<file path="config.mk">
export PLATFORM = sky130hd
export DESIGN_NAME = shape_fill_row_span_generator_core_flat
export DESIGN_NICKNAME = d
export VERILOG_FILES = /design/src/rtl/core/sfrs_pkg.sv /design/src/rtl/core/sfrs_if.sv /design/src/rtl/core/shape_fill_row_span_generator_core.sv /design/src/rtl/core/sfrs_sqrt_cell.sv /design/src/flat_wrapper.sv
export SDC_FILE = /design/constraint.sdc
export NUM_CORES = 2
export LEC_CHECK = 0
export BUFFER_PORTS_ARGS = -buffer_cell sky130_fd_sc_hd__buf_2
export CELL_PAD_IN_SITES_DETAIL_PLACEMENT = 0
export CELL_PAD_IN_SITES_GLOBAL_PLACEMENT = 2
export CORE_MARGIN = 3
export CORE_UTILIZATION = 40
export DETAILED_ROUTE_END_ITERATION = 8
export HOLD_SLACK_MARGIN = 0.03
export PLACE_DENSITY = 0.7
export SYNTH_ARGS = -nofsm -noshare
export SYNTH_HDL_FRONTEND = slang
export SYNTH_SLANG_ARGS = --single-unit
</file>
<file path="constraint.sdc">
create_clock -name clk -period 269.3 [get_ports clk]
set_clock_uncertainty 0.15 [all_clocks]
set_input_delay 13.465 -clock clk [delete_from_list [all_inputs] [get_ports clk]]
set_output_delay 13.465 -clock clk [all_outputs]
set_load 0.01 [all_outputs]
</file>
<file path="src/rtl/core/sfrs_pkg.sv">
// ----------------------------------------------------------------------------
// sfrs_pkg
// Shared types and constants of the shape fill row span generator.
// ----------------------------------------------------------------------------
package sfrs_pkg;

    // Configuration register indexes.
    localparam logic [2:0] REG_SCREEN_WIDTH  = 3'd0;
    localparam logic [2:0] REG_SCREEN_HEIGHT = 3'd1;
    localparam logic [2:0] REG_ROW_PITCH     = 3'd2;
    localparam logic [2:0] REG_RED_POS       = 3'd3;
    localparam logic [2:0] REG_GREEN_POS     = 3'd4;
    localparam logic [2:0] REG_BLUE_POS      = 3'd5;

    // Shape kinds.
    localparam logic OP_RECT   = 1'b0;
    localparam logic OP_CIRCLE = 1'b1;

    // Width of the internal signed coordinate arithmetic.
    localparam int CW = 18;
    // Radius bits, squared bits.
    localparam int RW = 15;
    localparam int SQW = 2 * RW;

    // Item context carried alongside the square root.
    typedef struct packed {
        logic                 op;
        logic signed [CW-1:0] cx;
        logic signed [CW-1:0] y;
        logic [RW-1:0]        ex;
        logic                 rect_in;
        logic signed [CW-1:0] rect_xs;
        logic signed [CW-1:0] rect_xe;
        logic                 circ_in;
        logic [31:0]          pix;
    } tag_t;

endpackage

</file>
<file path="src/rtl/core/sfrs_if.sv">
// ----------------------------------------------------------------------------
// sfrs_if
// Channel interfaces: shape requests, span results and register writes.
// ----------------------------------------------------------------------------
interface sfrs_shape_if;
    logic               valid;
    logic               ready;
    logic               opcode;
    logic signed [15:0] center_x;
    logic signed [15:0] center_y;
    logic [14:0]        extent_x;
    logic [14:0]        extent_y;
    logic signed [15:0] row;
    logic [7:0]         red;
    logic [7:0]         green;
    logic [7:0]         blue;

    modport source (output valid, opcode, center_x, center_y, extent_x, extent_y,
                    row, red, green, blue, input ready);
    modport sink   (input valid, opcode, center_x, center_y, extent_x, extent_y,
                    row, red, green, blue, output ready);
endinterface

interface sfrs_span_if;
    logic        valid;
    logic        ready;
    logic        span_valid;
    logic [25:0] start_address;
    logic [12:0] span_length;
    logic [31:0] pixel_word;

    modport source (output valid, span_valid, start_address, span_length, pixel_word,
                    input ready);
    modport sink   (input valid, span_valid, start_address, span_length, pixel_word,
                    output ready);
endinterface

interface sfrs_cfg_if;
    logic        valid;
    logic        ready;
    logic [2:0]  index;
    logic [15:0] data;

    modport source (output valid, index, data, input ready);
    modport sink   (input valid, index, data, output ready);
endinterface

</file>
<file path="src/rtl/core/shape_fill_row_span_generator_core.sv">
// ----------------------------------------------------------------------------
// shape_fill_row_span_generator_core
// Register path: stages 0, 1, 2, the root cells, stage F1, output register.
// Throughput: one span per cycle; the pipeline moves as a whole and stalls
// only while the output register holds a beat that is not taken.
// The root is found by a chain of 15 cells, one root bit each.
// Reset clears all valid bits and loads the register reset values.
// ----------------------------------------------------------------------------
module shape_fill_row_span_generator_core #(
    parameter int COORD_BITS = 16,
    parameter int MAX_SCREEN = 4096
) (
    input  logic           clk,
    input  logic           rst_n,
    sfrs_shape_if.sink     shape_in,
    sfrs_span_if.source    span_out,
    sfrs_cfg_if.sink       cfg
);

    localparam int CW  = sfrs_pkg::CW;
    localparam int RW  = sfrs_pkg::RW;
    localparam int SQW = sfrs_pkg::SQW;
    localparam int SB  = $clog2(MAX_SCREEN + 1);

    // Configuration registers.
    logic [12:0] width_reg, height_reg;
    logic [15:0] pitch_reg;
    logic [4:0]  rpos_reg, gpos_reg, bpos_reg;

    assign cfg.ready = 1'b1;

    always_ff @(posedge clk or negedge rst_n)
    begin
        if (!rst_n)
        begin
            width_reg  <= 13'd640;
            height_reg <= 13'd480;
            pitch_reg  <= 16'd2560;
            rpos_reg   <= 5'd16;
            gpos_reg   <= 5'd8;
            bpos_reg   <= 5'd0;
        end
        else if (cfg.valid)
        begin
            case (cfg.index)
                sfrs_pkg::REG_SCREEN_WIDTH:  width_reg  <= cfg.data[12:0];
                sfrs_pkg::REG_SCREEN_HEIGHT: height_reg <= cfg.data[12:0];
                sfrs_pkg::REG_ROW_PITCH:     pitch_reg  <= cfg.data;
                sfrs_pkg::REG_RED_POS:       rpos_reg   <= cfg.data[4:0];
                sfrs_pkg::REG_GREEN_POS:     gpos_reg   <= cfg.data[4:0];
                sfrs_pkg::REG_BLUE_POS:      bpos_reg   <= cfg.data[4:0];
                default: ;
            endcase
        end
    end

    // Pipeline advance: everything moves unless the output beat is held.
    logic out_valid_reg;
    logic adv;
    assign adv            = !out_valid_reg || span_out.ready;
    assign shape_in.ready = adv;

    // Front end: coordinates, rectangle span, circle row test and pixel word.
    logic signed [COORD_BITS-1:0] cx_n, cy_n, y_n;
    logic signed [CW-1:0] cx, cy, yy, ext, hx, hy, dy, dy_abs;
    sfrs_pkg::tag_t tag0;

    always_comb
    begin
        cx_n = shape_in.center_x[COORD_BITS-1:0];
        cy_n = shape_in.center_y[COORD_BITS-1:0];
        y_n  = shape_in.row[COORD_BITS-1:0];
        cx   = CW'(cx_n);
        cy   = CW'(cy_n);
        yy   = CW'(y_n);
        ext  = CW'({1'b0, shape_in.extent_x});
        hx   = CW'({1'b0, shape_in.extent_x[RW-1:1]});
        hy   = CW'({1'b0, shape_in.extent_y[RW-1:1]});
        dy   = yy - cy;
        dy_abs = dy[CW-1] ? -dy : dy;
        tag0.op      = shape_in.opcode;
        tag0.cx      = cx;
        tag0.y       = yy;
        tag0.ex      = shape_in.extent_x;
        tag0.rect_in = (yy >= cy - hy) && (yy < cy + hy);
        tag0.rect_xs = cx - hx;
        tag0.rect_xe = cx + hx;
        tag0.circ_in = (yy >= cy - ext) && (yy < cy + ext);
        tag0.pix     = (32'(shape_in.blue)  << bpos_reg)
                     | (32'(shape_in.green) << gpos_reg)
                     | (32'(shape_in.red)   << rpos_reg);
    end

    // Stage 0: registered front end.
    logic           v0_reg;
    sfrs_pkg::tag_t t0_reg;
    logic [RW-1:0]  dy0_reg;

    // Stage 1: squares.
    logic           v1_reg;
    sfrs_pkg::tag_t t1_reg;
    logic [SQW-1:0] exsq_reg, dysq_reg;

    // Stage 2: radicand.
    logic           v2_reg;
    sfrs_pkg::tag_t t2_reg;
    logic [SQW-1:0] rad_reg;

    always_ff @(posedge clk or negedge rst_n)
    begin
        if (!rst_n)
        begin
            v0_reg <= 1'b0;
            v1_reg <= 1'b0;
            v2_reg <= 1'b0;
        end
        else if (adv)
        begin
            v0_reg <= shape_in.valid;
            v1_reg <= v0_reg;
            v2_reg <= v1_reg;
        end
    end

    always_ff @(posedge clk)
    begin
        if (adv)
        begin
            t0_reg   <= tag0;
            dy0_reg  <= dy_abs[RW-1:0];
            t1_reg   <= t0_reg;
            exsq_reg <= t0_reg.ex * t0_reg.ex;
            dysq_reg <= dy0_reg * dy0_reg;
            t2_reg   <= t1_reg;
            rad_reg  <= t1_reg.circ_in ? exsq_reg - dysq_reg : '0;
        end
    end

    // Square root chain, most significant root bit first.
    logic           cv   [RW+1];
    logic [SQW-1:0] crem [RW+1];
    logic [RW-1:0]  croot[RW+1];
    sfrs_pkg::tag_t ctag [RW+1];

    assign cv[0]    = v2_reg;
    assign crem[0]  = rad_reg;
    assign croot[0] = '0;
    assign ctag[0]  = t2_reg;

    for (genvar k = 0; k < RW; k++)
    begin : g_cell
        sfrs_sqrt_cell #(.BIT(RW - 1 - k)) u_cell (
            .clk       (clk),
            .rst_n     (rst_n),
            .adv       (adv),
            .valid_in  (cv[k]),
            .rem_in    (crem[k]),
            .root_in   (croot[k]),
            .tag_in    (ctag[k]),
            .valid_out (cv[k+1]),
            .rem_out   (crem[k+1]),
            .root_out  (croot[k+1]),
            .tag_out   (ctag[k+1])
        );
    end

    // Span end points, clipping and visibility.
    sfrs_pkg::tag_t  tf;
    logic [RW:0]     m1, lim;
    logic signed [CW:0] xs, xe, wlim, hlim;
    logic            covered, vis;

    always_comb
    begin
        tf  = ctag[RW];
        m1  = {1'b0, croot[RW]} + (RW+1)'(1);
        lim = (m1 < {1'b0, tf.ex}) ? m1 : {1'b0, tf.ex};
        wlim = ({1'b0, width_reg} > 14'(MAX_SCREEN)) ? (CW+1)'(MAX_SCREEN)
                                                      : (CW+1)'(width_reg);
        hlim = ({1'b0, height_reg} > 14'(MAX_SCREEN)) ? (CW+1)'(MAX_SCREEN)
                                                       : (CW+1)'(height_reg);
        if (tf.op == sfrs_pkg::OP_RECT)
        begin
            covered = tf.rect_in;
            xs      = (CW+1)'(tf.rect_xs);
            xe      = (CW+1)'(tf.rect_xe);
        end
        else
        begin
            covered = tf.circ_in;
            xs      = (CW+1)'(tf.cx) - (CW+1)'({1'b0, croot[RW]});
            xe      = (CW+1)'(tf.cx) + (CW+1)'(lim);
        end
        if (xs < 0)
            xs = '0;
        if (xe > wlim)
            xe = wlim;
        vis = covered && (tf.y >= 0) && ((CW+1)'(tf.y) < hlim) && (xs < xe);
    end

    // Stage F1: row address product.
    logic        f1v_reg, f1vis_reg;
    logic [SB-1:0] f1xs_reg;
    logic [SB:0]   f1len_reg;
    logic [SB+15:0] f1prod_reg;
    logic [31:0]   f1pix_reg;

    always_ff @(posedge clk or negedge rst_n)
    begin
        if (!rst_n)
            f1v_reg <= 1'b0;
        else if (adv)
            f1v_reg <= cv[RW];
    end

    always_ff @(posedge clk)
    begin
        if (adv)
        begin
            f1vis_reg  <= vis;
            f1xs_reg   <= xs[SB-1:0];
            f1len_reg  <= (SB+1)'(xe - xs);
            f1prod_reg <= tf.y[SB-1:0] * pitch_reg;
            f1pix_reg  <= tf.pix;
        end
    end

    // Output register.
    logic        osv_reg;
    logic [25:0] oaddr_reg;
    logic [12:0] olen_reg;
    logic [31:0] opix_reg;

    always_ff @(posedge clk or negedge rst_n)
    begin
        if (!rst_n)
            out_valid_reg <= 1'b0;
        else if (adv)
            out_valid_reg <= f1v_reg;
    end

    always_ff @(posedge clk)
    begin
        if (adv)
        begin
            osv_reg   <= f1vis_reg;
            oaddr_reg <= f1vis_reg ? 26'((f1prod_reg >> 2) + (SB+16)'(f1xs_reg)) : '0;
            olen_reg  <= f1vis_reg ? 13'(f1len_reg) : '0;
            opix_reg  <= f1vis_reg ? f1pix_reg : '0;
        end
    end

    assign span_out.valid         = out_valid_reg;
    assign span_out.span_valid    = osv_reg;
    assign span_out.start_address = oaddr_reg;
    assign span_out.span_length   = olen_reg;
    assign span_out.pixel_word    = opix_reg;

endmodule

</file>
<file path="src/rtl/core/sfrs_sqrt_cell.sv">
// ----------------------------------------------------------------------------
// sfrs_sqrt_cell
// One cell of the square root chain: decides one root bit per beat.
// ----------------------------------------------------------------------------
module sfrs_sqrt_cell #(
    parameter int BIT = 0
) (
    input  logic                      clk,
    input  logic                      rst_n,
    input  logic                      adv,
    input  logic                      valid_in,
    input  logic [sfrs_pkg::SQW-1:0]  rem_in,
    input  logic [sfrs_pkg::RW-1:0]   root_in,
    input  sfrs_pkg::tag_t            tag_in,
    output logic                      valid_out,
    output logic [sfrs_pkg::SQW-1:0]  rem_out,
    output logic [sfrs_pkg::RW-1:0]   root_out,
    output sfrs_pkg::tag_t            tag_out
);

    logic [sfrs_pkg::SQW:0] trial;
    logic                   take;
    logic                   valid_reg;
    logic [sfrs_pkg::SQW-1:0] rem_reg;
    logic [sfrs_pkg::RW-1:0]  root_reg;
    sfrs_pkg::tag_t           tag_reg;

    // (root + 2^BIT)^2 - root^2 = root * 2^(BIT+1) + 2^(2*BIT).
    assign trial = ((sfrs_pkg::SQW+1)'(root_in) << (BIT + 1))
                 | ((sfrs_pkg::SQW+1)'(1) << (2 * BIT));
    assign take  = {1'b0, rem_in} >= trial;

    // Control.
    always_ff @(posedge clk or negedge rst_n)
    begin
        if (!rst_n)
            valid_reg <= 1'b0;
        else if (adv)
            valid_reg <= valid_in;
    end

    // Data.
    always_ff @(posedge clk)
    begin
        if (adv)
        begin
            rem_reg  <= take ? sfrs_pkg::SQW'({1'b0, rem_in} - trial) : rem_in;
            root_reg <= take ? (root_in | (sfrs_pkg::RW'(1) << BIT)) : root_in;
            tag_reg  <= tag_in;
        end
    end

    assign valid_out = valid_reg;
    assign rem_out   = rem_reg;
    assign root_out  = root_reg;
    assign tag_out   = tag_reg;

endmodule

</file>
<file path="src/flat_wrapper.sv">
// flat-port wrapper written by rule: the top's interface ports become plain ports
module shape_fill_row_span_generator_core_flat 
#(
    parameter int COORD_BITS = 16,
    parameter int MAX_SCREEN = 4096
)
  (clk, rst_n, shape_in_valid, shape_in_opcode, shape_in_center_x, shape_in_center_y, shape_in_extent_x, shape_in_extent_y, shape_in_row, shape_in_red, shape_in_green, shape_in_blue, shape_in_ready, span_out_valid, span_out_span_valid, span_out_start_address, span_out_span_length, span_out_pixel_word, span_out_ready, cfg_valid, cfg_index, cfg_data, cfg_ready);
  sfrs_shape_if shape_in_i ();
  sfrs_span_if span_out_i ();
  sfrs_cfg_if cfg_i ();
  input  logic clk;
  input  logic rst_n;
  input wire logic [$bits(shape_in_i.valid)-1:0] shape_in_valid;
  input wire logic [$bits(shape_in_i.opcode)-1:0] shape_in_opcode;
  input wire logic [$bits(shape_in_i.center_x)-1:0] shape_in_center_x;
  input wire logic [$bits(shape_in_i.center_y)-1:0] shape_in_center_y;
  input wire logic [$bits(shape_in_i.extent_x)-1:0] shape_in_extent_x;
  input wire logic [$bits(shape_in_i.extent_y)-1:0] shape_in_extent_y;
  input wire logic [$bits(shape_in_i.row)-1:0] shape_in_row;
  input wire logic [$bits(shape_in_i.red)-1:0] shape_in_red;
  input wire logic [$bits(shape_in_i.green)-1:0] shape_in_green;
  input wire logic [$bits(shape_in_i.blue)-1:0] shape_in_blue;
  output wire logic [$bits(shape_in_i.ready)-1:0] shape_in_ready;
  output wire logic [$bits(span_out_i.valid)-1:0] span_out_valid;
  output wire logic [$bits(span_out_i.span_valid)-1:0] span_out_span_valid;
  output wire logic [$bits(span_out_i.start_address)-1:0] span_out_start_address;
  output wire logic [$bits(span_out_i.span_length)-1:0] span_out_span_length;
  output wire logic [$bits(span_out_i.pixel_word)-1:0] span_out_pixel_word;
  input wire logic [$bits(span_out_i.ready)-1:0] span_out_ready;
  input wire logic [$bits(cfg_i.valid)-1:0] cfg_valid;
  input wire logic [$bits(cfg_i.index)-1:0] cfg_index;
  input wire logic [$bits(cfg_i.data)-1:0] cfg_data;
  output wire logic [$bits(cfg_i.ready)-1:0] cfg_ready;
  assign shape_in_i.valid = shape_in_valid;
  assign shape_in_i.opcode = shape_in_opcode;
  assign shape_in_i.center_x = shape_in_center_x;
  assign shape_in_i.center_y = shape_in_center_y;
  assign shape_in_i.extent_x = shape_in_extent_x;
  assign shape_in_i.extent_y = shape_in_extent_y;
  assign shape_in_i.row = shape_in_row;
  assign shape_in_i.red = shape_in_red;
  assign shape_in_i.green = shape_in_green;
  assign shape_in_i.blue = shape_in_blue;
  assign shape_in_ready = shape_in_i.ready;
  assign span_out_valid = span_out_i.valid;
  assign span_out_span_valid = span_out_i.span_valid;
  assign span_out_start_address = span_out_i.start_address;
  assign span_out_span_length = span_out_i.span_length;
  assign span_out_pixel_word = span_out_i.pixel_word;
  assign span_out_i.ready = span_out_ready;
  assign cfg_i.valid = cfg_valid;
  assign cfg_i.index = cfg_index;
  assign cfg_i.data = cfg_data;
  assign cfg_ready = cfg_i.ready;
  shape_fill_row_span_generator_core #(.COORD_BITS(COORD_BITS), .MAX_SCREEN(MAX_SCREEN)) u_core (.clk(clk), .rst_n(rst_n), .shape_in(shape_in_i), .span_out(span_out_i), .cfg(cfg_i));
endmodule
</file>
[Word-level counts from Yosys, hierarchy flattened]
Index checks and enable logic that the tools add are counted.
Storage, ports and cells
  bits in latches: 0
  memory bits (writable): 0
  output and inout bits: 75
  bits of input ports: 127
  memory bits (read-only): 0
  bits in registers: 3110
  memories kept: 0
Cells by class
  multiply operators: 3
  $lt $le $gt $ge: 27
  reductions and logical operators: 14
  equality and inequality tests: 5
  divide/modulo/power cells: 0
  bitwise operators: 2
  $add $sub $neg: 28
  shift operators: 3
  multiplexer cells: 24
Operators with widths (count)
  30-bit 2-to-1 mux: 14
  8-bit by 5-bit left shift with 32-bit output: 3
  19-bit 2-to-1 mux: 4
  32-bit bitwise OR: 2
  15-bit by 15-bit multiplier with 30-bit output: 2
  16-bit by 16-bit subtractor with 17-bit output: 3
  16-bit by 15-bit adder with 17-bit output: 2
  16-bit by 17-bit >= comparator with 1-bit output: 2
  16-bit by 17-bit less-than comparator with 1-bit output: 2
  16-bit by 15-bit subtractor with 17-bit output: 2
  30-bit by 16-bit >= comparator with 1-bit output: 1
  30-bit by 17-bit >= comparator with 1-bit output: 1
  30-bit by 18-bit >= comparator with 1-bit output: 1
  30-bit by 19-bit >= comparator with 1-bit output: 1
  30-bit by 20-bit >= comparator with 1-bit output: 1
  30-bit by 21-bit >= comparator with 1-bit output: 1
  30-bit by 22-bit >= comparator with 1-bit output: 1
  30-bit by 23-bit >= comparator with 1-bit output: 1
  30-bit by 24-bit >= comparator with 1-bit output: 1
  30-bit by 25-bit >= comparator with 1-bit output: 1
  30-bit by 26-bit >= comparator with 1-bit output: 1
  30-bit by 27-bit >= comparator with 1-bit output: 1
  30-bit by 28-bit >= comparator with 1-bit output: 1
  30-bit by 29-bit >= comparator with 1-bit output: 1
  42 further kinds: 56

[Depth between registers and ports, before layout]
  depth in word-level cells: 9
  mapped depth: 46
  depth with buffers taken out: 44

[Hierarchy]
A second synthesis with hierarchy kept.
Unflattened totals
  cell total of the unflattened synthesis: 10142
  area total of the unflattened synthesis: 147819.3 um^2
By module, submodules not included
  shape_fill_row_span_generator_core: seq. area each 19701.4 um^2, cells an instance 5031, area each 54419.7 um^2, instances 1
  sfrs_sqrt_cell at u_core.g_cell[14].u_cell: seq. area each 5039.8 um^2, cells an instance 386, area each 6476.2 um^2, instances 1
  sfrs_sqrt_cell at u_core.g_cell[13].u_cell: seq. area each 5039.8 um^2, cells an instance 374, area each 6378.6 um^2, instances 1
  sfrs_sqrt_cell at u_core.g_cell[7].u_cell: seq. area each 5039.8 um^2, cells an instance 357, area each 6333.6 um^2, instances 1
  sfrs_sqrt_cell at u_core.g_cell[9].u_cell: seq. area each 5039.8 um^2, cells an instance 344, area each 6294.8 um^2, instances 1
  sfrs_sqrt_cell at u_core.g_cell[12].u_cell: seq. area each 5039.8 um^2, cells an instance 353, area each 6288.5 um^2, instances 1
  sfrs_sqrt_cell at u_core.g_cell[8].u_cell: seq. area each 5039.8 um^2, cells an instance 336, area each 6202.2 um^2, instances 1
  sfrs_sqrt_cell at u_core.g_cell[0].u_cell: seq. area each 5039.8 um^2, cells an instance 322, area each 6197.2 um^2, instances 1
  sfrs_sqrt_cell at u_core.g_cell[11].u_cell: seq. area each 5039.8 um^2, cells an instance 342, area each 6197.2 um^2, instances 1
  sfrs_sqrt_cell at u_core.g_cell[10].u_cell: seq. area each 5039.8 um^2, cells an instance 349, area each 6193.4 um^2, instances 1
  sfrs_sqrt_cell at u_core.g_cell[5].u_cell: seq. area each 5039.8 um^2, cells an instance 338, area each 6192.2 um^2, instances 1
  sfrs_sqrt_cell at u_core.g_cell[6].u_cell: seq. area each 5039.8 um^2, cells an instance 338, area each 6190.9 um^2, instances 1
  sfrs_sqrt_cell at u_core.g_cell[1].u_cell: seq. area each 5039.8 um^2, cells an instance 313, area each 6148.4 um^2, instances 1
  sfrs_sqrt_cell at u_core.g_cell[2].u_cell: seq. area each 5039.8 um^2, cells an instance 314, area each 6104.6 um^2, instances 1
  +2 rows

[Worst setup path after synthesis]
No wires, ideal clock.
  path kind: input to output
  start: input port span_out_ready
  end: output port shape_in_ready
  data required time: 255685 ps
  setup slack: 164663 ps
  data arrival time: 91022 ps
  cell stages on the path: 2
  cells stage by stage: nand2b_1 clkbuf_1
Between the ends
  word-level cells in the longest chain between the ends: 1
Ends and longest elaborated chain
  start: declaration: RTL line flat_wrapper.sv:29  | input wire logic [$bits(span_out_i.ready)-1:0] span_out_ready;
  1-bit logical OR: RTL line shape_fill_row_span_generator_core.sv:60  | assign adv = !out_valid_reg || span_out.ready;
  end: declaration: RTL line flat_wrapper.sv:23  | output wire logic [$bits(shape_in_i.ready)-1:0] shape_in_ready;
Every way passes these cells.

[Worst setup path after layout]
Ends and elaborated chain as after synthesis.

==> reports/results.txt <==
The run finished with clean final reports. The die covers 335000 um^2. Main flop type after synthesis: sky130_fd_sc_hd__edfxtp_1. Clock-pin slew was measured on the worst setup and hold paths at 0.06 ns. The worst setup path is launched from an input port. The port buffer count was 199; the number of buffers between clock root and the deepest sink was 4. Synthesis produced 8545 cells.

The final routed DRC violation total is 0. The logs give 0 for the global route total overflow and 5 for the first-pass detailed-route iteration total. Via count of the first global-routing pass: 67700. The initial antenna violation count was 16; the final critical-path required period was 27.68 ns.

Library cell contributing the largest single delay on the critical path: sky130_fd_sc_hd__nand2b_4. The net count of the finished layout is 10200. The logs give 0 for the count of final hold-check violations and 385 mm for the first-pass GRT wire length.

Derived from the worst setup path, the maximum achievable clock frequency is 36.1 MHz. The met1 usage was 18.2%. Grouping stages by cell kind, the critical path spends the most delay in buffers and inverters. Hold repair after CTS inserted 0 buffers. In this run the horizontal extent of the chip is 579 um.

For this block, the initial DRC count from the detailed router was 3427. Counting distinct cell types in the post-synthesis netlist gives 108. The worst hold path belongs to the class flop to flop.

In the layout the commonest cells are sky130_fd_sc_hd__edfxtp_1 (2869), sky130_fd_sc_hd__inv_1 (890), sky130_fd_sc_hd__ha_1 (695). The tools report the max-slew violation count as 0. The library cell used most frequently in the layout, excluding fill and tap cells, is sky130_fd_sc_hd__edfxtp_1. The run gives 2946 as the count of clock tree sinks.

In this run the tightest slew margin relative to its limit is 22.7%. Setup repair after global routing left no endpoint under its margin. TritonCTS built the clock tree. STA classifies the critical path endpoint as an output port. Dividing the final minimum period by the clock period gives 10.3%. The signal arrival time at the worst endpoint is 14.07 ns, and the maximum level of the CTS H-tree is 5. For this run, the total global-route usage over all layers was measured as 14.7%. For this run, global-route usage on met3 was measured as 1.82%. Dominant cell type by count on the critical path: sky130_fd_sc_hd__buf_2. Once detail routing completed, the nets flagged for antenna violations numbered 0. Walking the worst path, the cells encountered are buf_2, nand2b_4, buf_2. The average routed wire per standard cell is 18.2 um, and the HPWL after detailed placement is 179 mm. The number of buffers and inverters on the critical path is 2. Counting flops with an async set or reset pin after synthesis yields a share of 2.61%. The region available for standard cell placement spans 325000 um^2. The register area came out at 88100 um^2.

For the setup violation total in the final timing report, the log shows 0. The final non-filler cell total was 13500; the initial core utilization was 40.3%. The core utilization of the finished layout was 45.2%; the number of enable-type register cells in the synthesized netlist was 2869. The run gives 28500 as the number of filler instances in the final layout. The mean instance size in the synthesized netlist came out at 15.3 um^2. After detailed routing, the number of vias per cell comes to 4.79.

The share of layout cells above drive strength 1 came out at 9.75%. For this run, the register share of the synthesized area comes to 67.2%. The met2 track utilization from global routing is 26.3%. The buffer count from post-CTS setup fixing came out at 0.

For this block, the via count after detailed routing is 64800. The post-synthesis instance area is 131000 um^2, and the area occupied by multi-input gates is 39100 um^2. The transition time of the tightest slew-check pin works out to 1.16 ns. The post-synthesis register bit count is 2946.

Type of the worst setup path: input port to output port. In this run, post-CTS repair resized a total of 0 instances. TritonCTS created 303 clock buffers.

During I/O placement, the number of pins put on the boundary was 202. Compared with the post-synthesis result, the final layout area differs by 12.2%. Of all nets on the critical path, the largest fanout is 3. The total of warnings raised by yosys came out at 0.

The final sum of negative setup slack was 0 ns. Root buffer cell: sky130_fd_sc_hd__clkbuf_16. For the worst setup path, the data required time is 255.68 ns. The number of flip-flops under the largest register name is 1725, and the max-capacitance violation count is 0. The critical path's largest stage delay is 0.24 ns, and the global placer's final weighted congestion is 0.839. For the pin count of the biggest net entering global routing, the log shows 213. The row count was 209; the insertion delay to the later sink of the worst-skew pair was 0.90 ns. The y dimension of the die is 579 um. Most used routing layer in global routing: met2. The tools report the wire length after detailed routing as 246 mm. The tools report the number of placed instances with taps included as 13000.
==> final cells by class <==
cell class / count / area share, %
well taps: 4325 / 3.68
clock inverters: 174 / 1.16
diodes: 11 / 0.0187
inverters: 897 / 2.29
multi-input cells: 4556 / 26.6
clock buffers: 371 / 5.38
repair buffers: 263 / 1.04
flip-flops and latches: 2946 / 59.9
==> synth_stat cells (18+ instances only) <==
| master | count | share of area [%] |
|---|---|---|
| sky130_fd_sc_hd__edfxtp_1 | 2869 | 66 |
| sky130_fd_sc_hd__inv_1 | 890 | 2.5 |
| sky130_fd_sc_hd__ha_1 | 695 | 6.6 |
| sky130_fd_sc_hd__nand2_1 | 540 | 1.5 |
| sky130_fd_sc_hd__fa_1 | 439 | 6.7 |
| sky130_fd_sc_hd__nor2_1 | 301 | 0.86 |
| sky130_fd_sc_hd__a21oi_1 | 277 | 1.1 |
| sky130_fd_sc_hd__and2_1 | 268 | 1.3 |
| sky130_fd_sc_hd__xnor2_1 | 266 | 1.8 |
| sky130_fd_sc_hd__o21ai_0 | 226 | 0.86 |
| sky130_fd_sc_hd__xor2_1 | 171 | 1.1 |
| sky130_fd_sc_hd__mux2_2 | 128 | 1.1 |
| sky130_fd_sc_hd__clkbuf_1 | 121 | 0.35 |
| sky130_fd_sc_hd__a21o_1 | 117 | 0.67 |
| sky130_fd_sc_hd__nor3_1 | 106 | 0.40 |
| sky130_fd_sc_hd__nor2b_1 | 90 | 0.43 |
| sky130_fd_sc_hd__o21a_1 | 82 | 0.47 |
| sky130_fd_sc_hd__nand2b_1 | 74 | 0.35 |
| sky130_fd_sc_hd__nor4_1 | 73 | 0.35 |
| sky130_fd_sc_hd__nand3_1 | 71 | 0.27 |
| sky130_fd_sc_hd__dfrtp_1 | 67 | 1.3 |
| sky130_fd_sc_hd__mux2i_1 | 49 | 0.37 |
| sky130_fd_sc_hd__nand4_1 | 42 | 0.20 |
| sky130_fd_sc_hd__and3_1 | 37 | 0.18 |
| sky130_fd_sc_hd__or3_1 | 37 | 0.18 |
| sky130_fd_sc_hd__o21bai_1 | 32 | 0.18 |
| sky130_fd_sc_hd__o31ai_1 | 28 | 0.16 |
| sky130_fd_sc_hd__a31oi_1 | 26 | 0.12 |
| sky130_fd_sc_hd__a211oi_1 | 22 | 0.13 |
| sky130_fd_sc_hd__a22oi_1 | 21 | 0.12 |
| sky130_fd_sc_hd__o211ai_1 | 18 | 0.10 |
| sky130_fd_sc_hd__or2_2 | 18 | 0.086 |
==> final timing paths <==
| path | from | endpoint | slack, ns | depth (start not counted) |
|---|---|---|---|---|
| hold reg to reg | u_core.g_cell[2].u_cell.tag_out[82] | u_core.g_cell[3].u_cell.tag_out[82] | 0.20 | 0 |
| setup reg to reg | u_core.g_cell[14].u_cell.root_out[2] | u_core.f1len_reg[12] | 257.51 | 41 |
| hold / removal | u_core.g_cell[2].u_cell.tag_out[82] | u_core.g_cell[3].u_cell.tag_out[82] | 0.20 | 0 |
| min in group asynchronous | rst_n | u_core.g_cell[12].u_cell.valid_out | 12.28 | 1 |
| max in group asynchronous | rst_n | u_core.rpos_reg[1] | 255.50 | 2 |
| setup / recovery | span_out_ready | shape_in_ready | 241.62 | 3 |
==> worst reg2reg max path, delay by kind of cell, from the launching register on <==
kind / cells / cell delay (ns)
flip-flops: 1 / 0.43
buffers and inverters: 4 / 0.62
AO/OA/AOI/OAI: 18 / 5.21
multiplexers: 3 / 1.08
XOR/XNOR: 3 / 0.67
adder cells (fa/ha/maj): 5 / 1.53
AND/OR/NAND/NOR: 8 / 1.91
==> metrics by stage <==
step	cell area, um^2	hold slack (ns)	setup WS (ns)
global route	147000	0.193	241.57
global placement	137000	0.250	241.53
CTS	147000	0.184	241.53
floorplan	131000	0.250	164.66
finish	147000	0.198	241.62
detailed placement	137000	0.255	241.53
==> per-layer routing <==
metal,share of wire (%),routed length (um)
met3,3.1,7670
met5,0.0041,10
met2,51,125000
met1,43,105000
met4,3.6,8810
==> logic make-up (layout without fill, tap and decap cells) <==
group,count (synthesis),count (layout),synth area share [%]
buffers and inverters,1044,1705,3.04
muxes,194,194,1.64
xor gates and xnor gates,437,437,2.92
other,2,14,0.00573
adders and majority gates,1134,1134,13.3
and+or+nand+nor,1749,1749,6.72
DFF,2946,2946,67.2
AOI/OAI and AO/OA,1039,1039,5.17
Power is not shown: default switching activity piles up to over one toggle a cycle in this logic, so the estimate is an artifact.
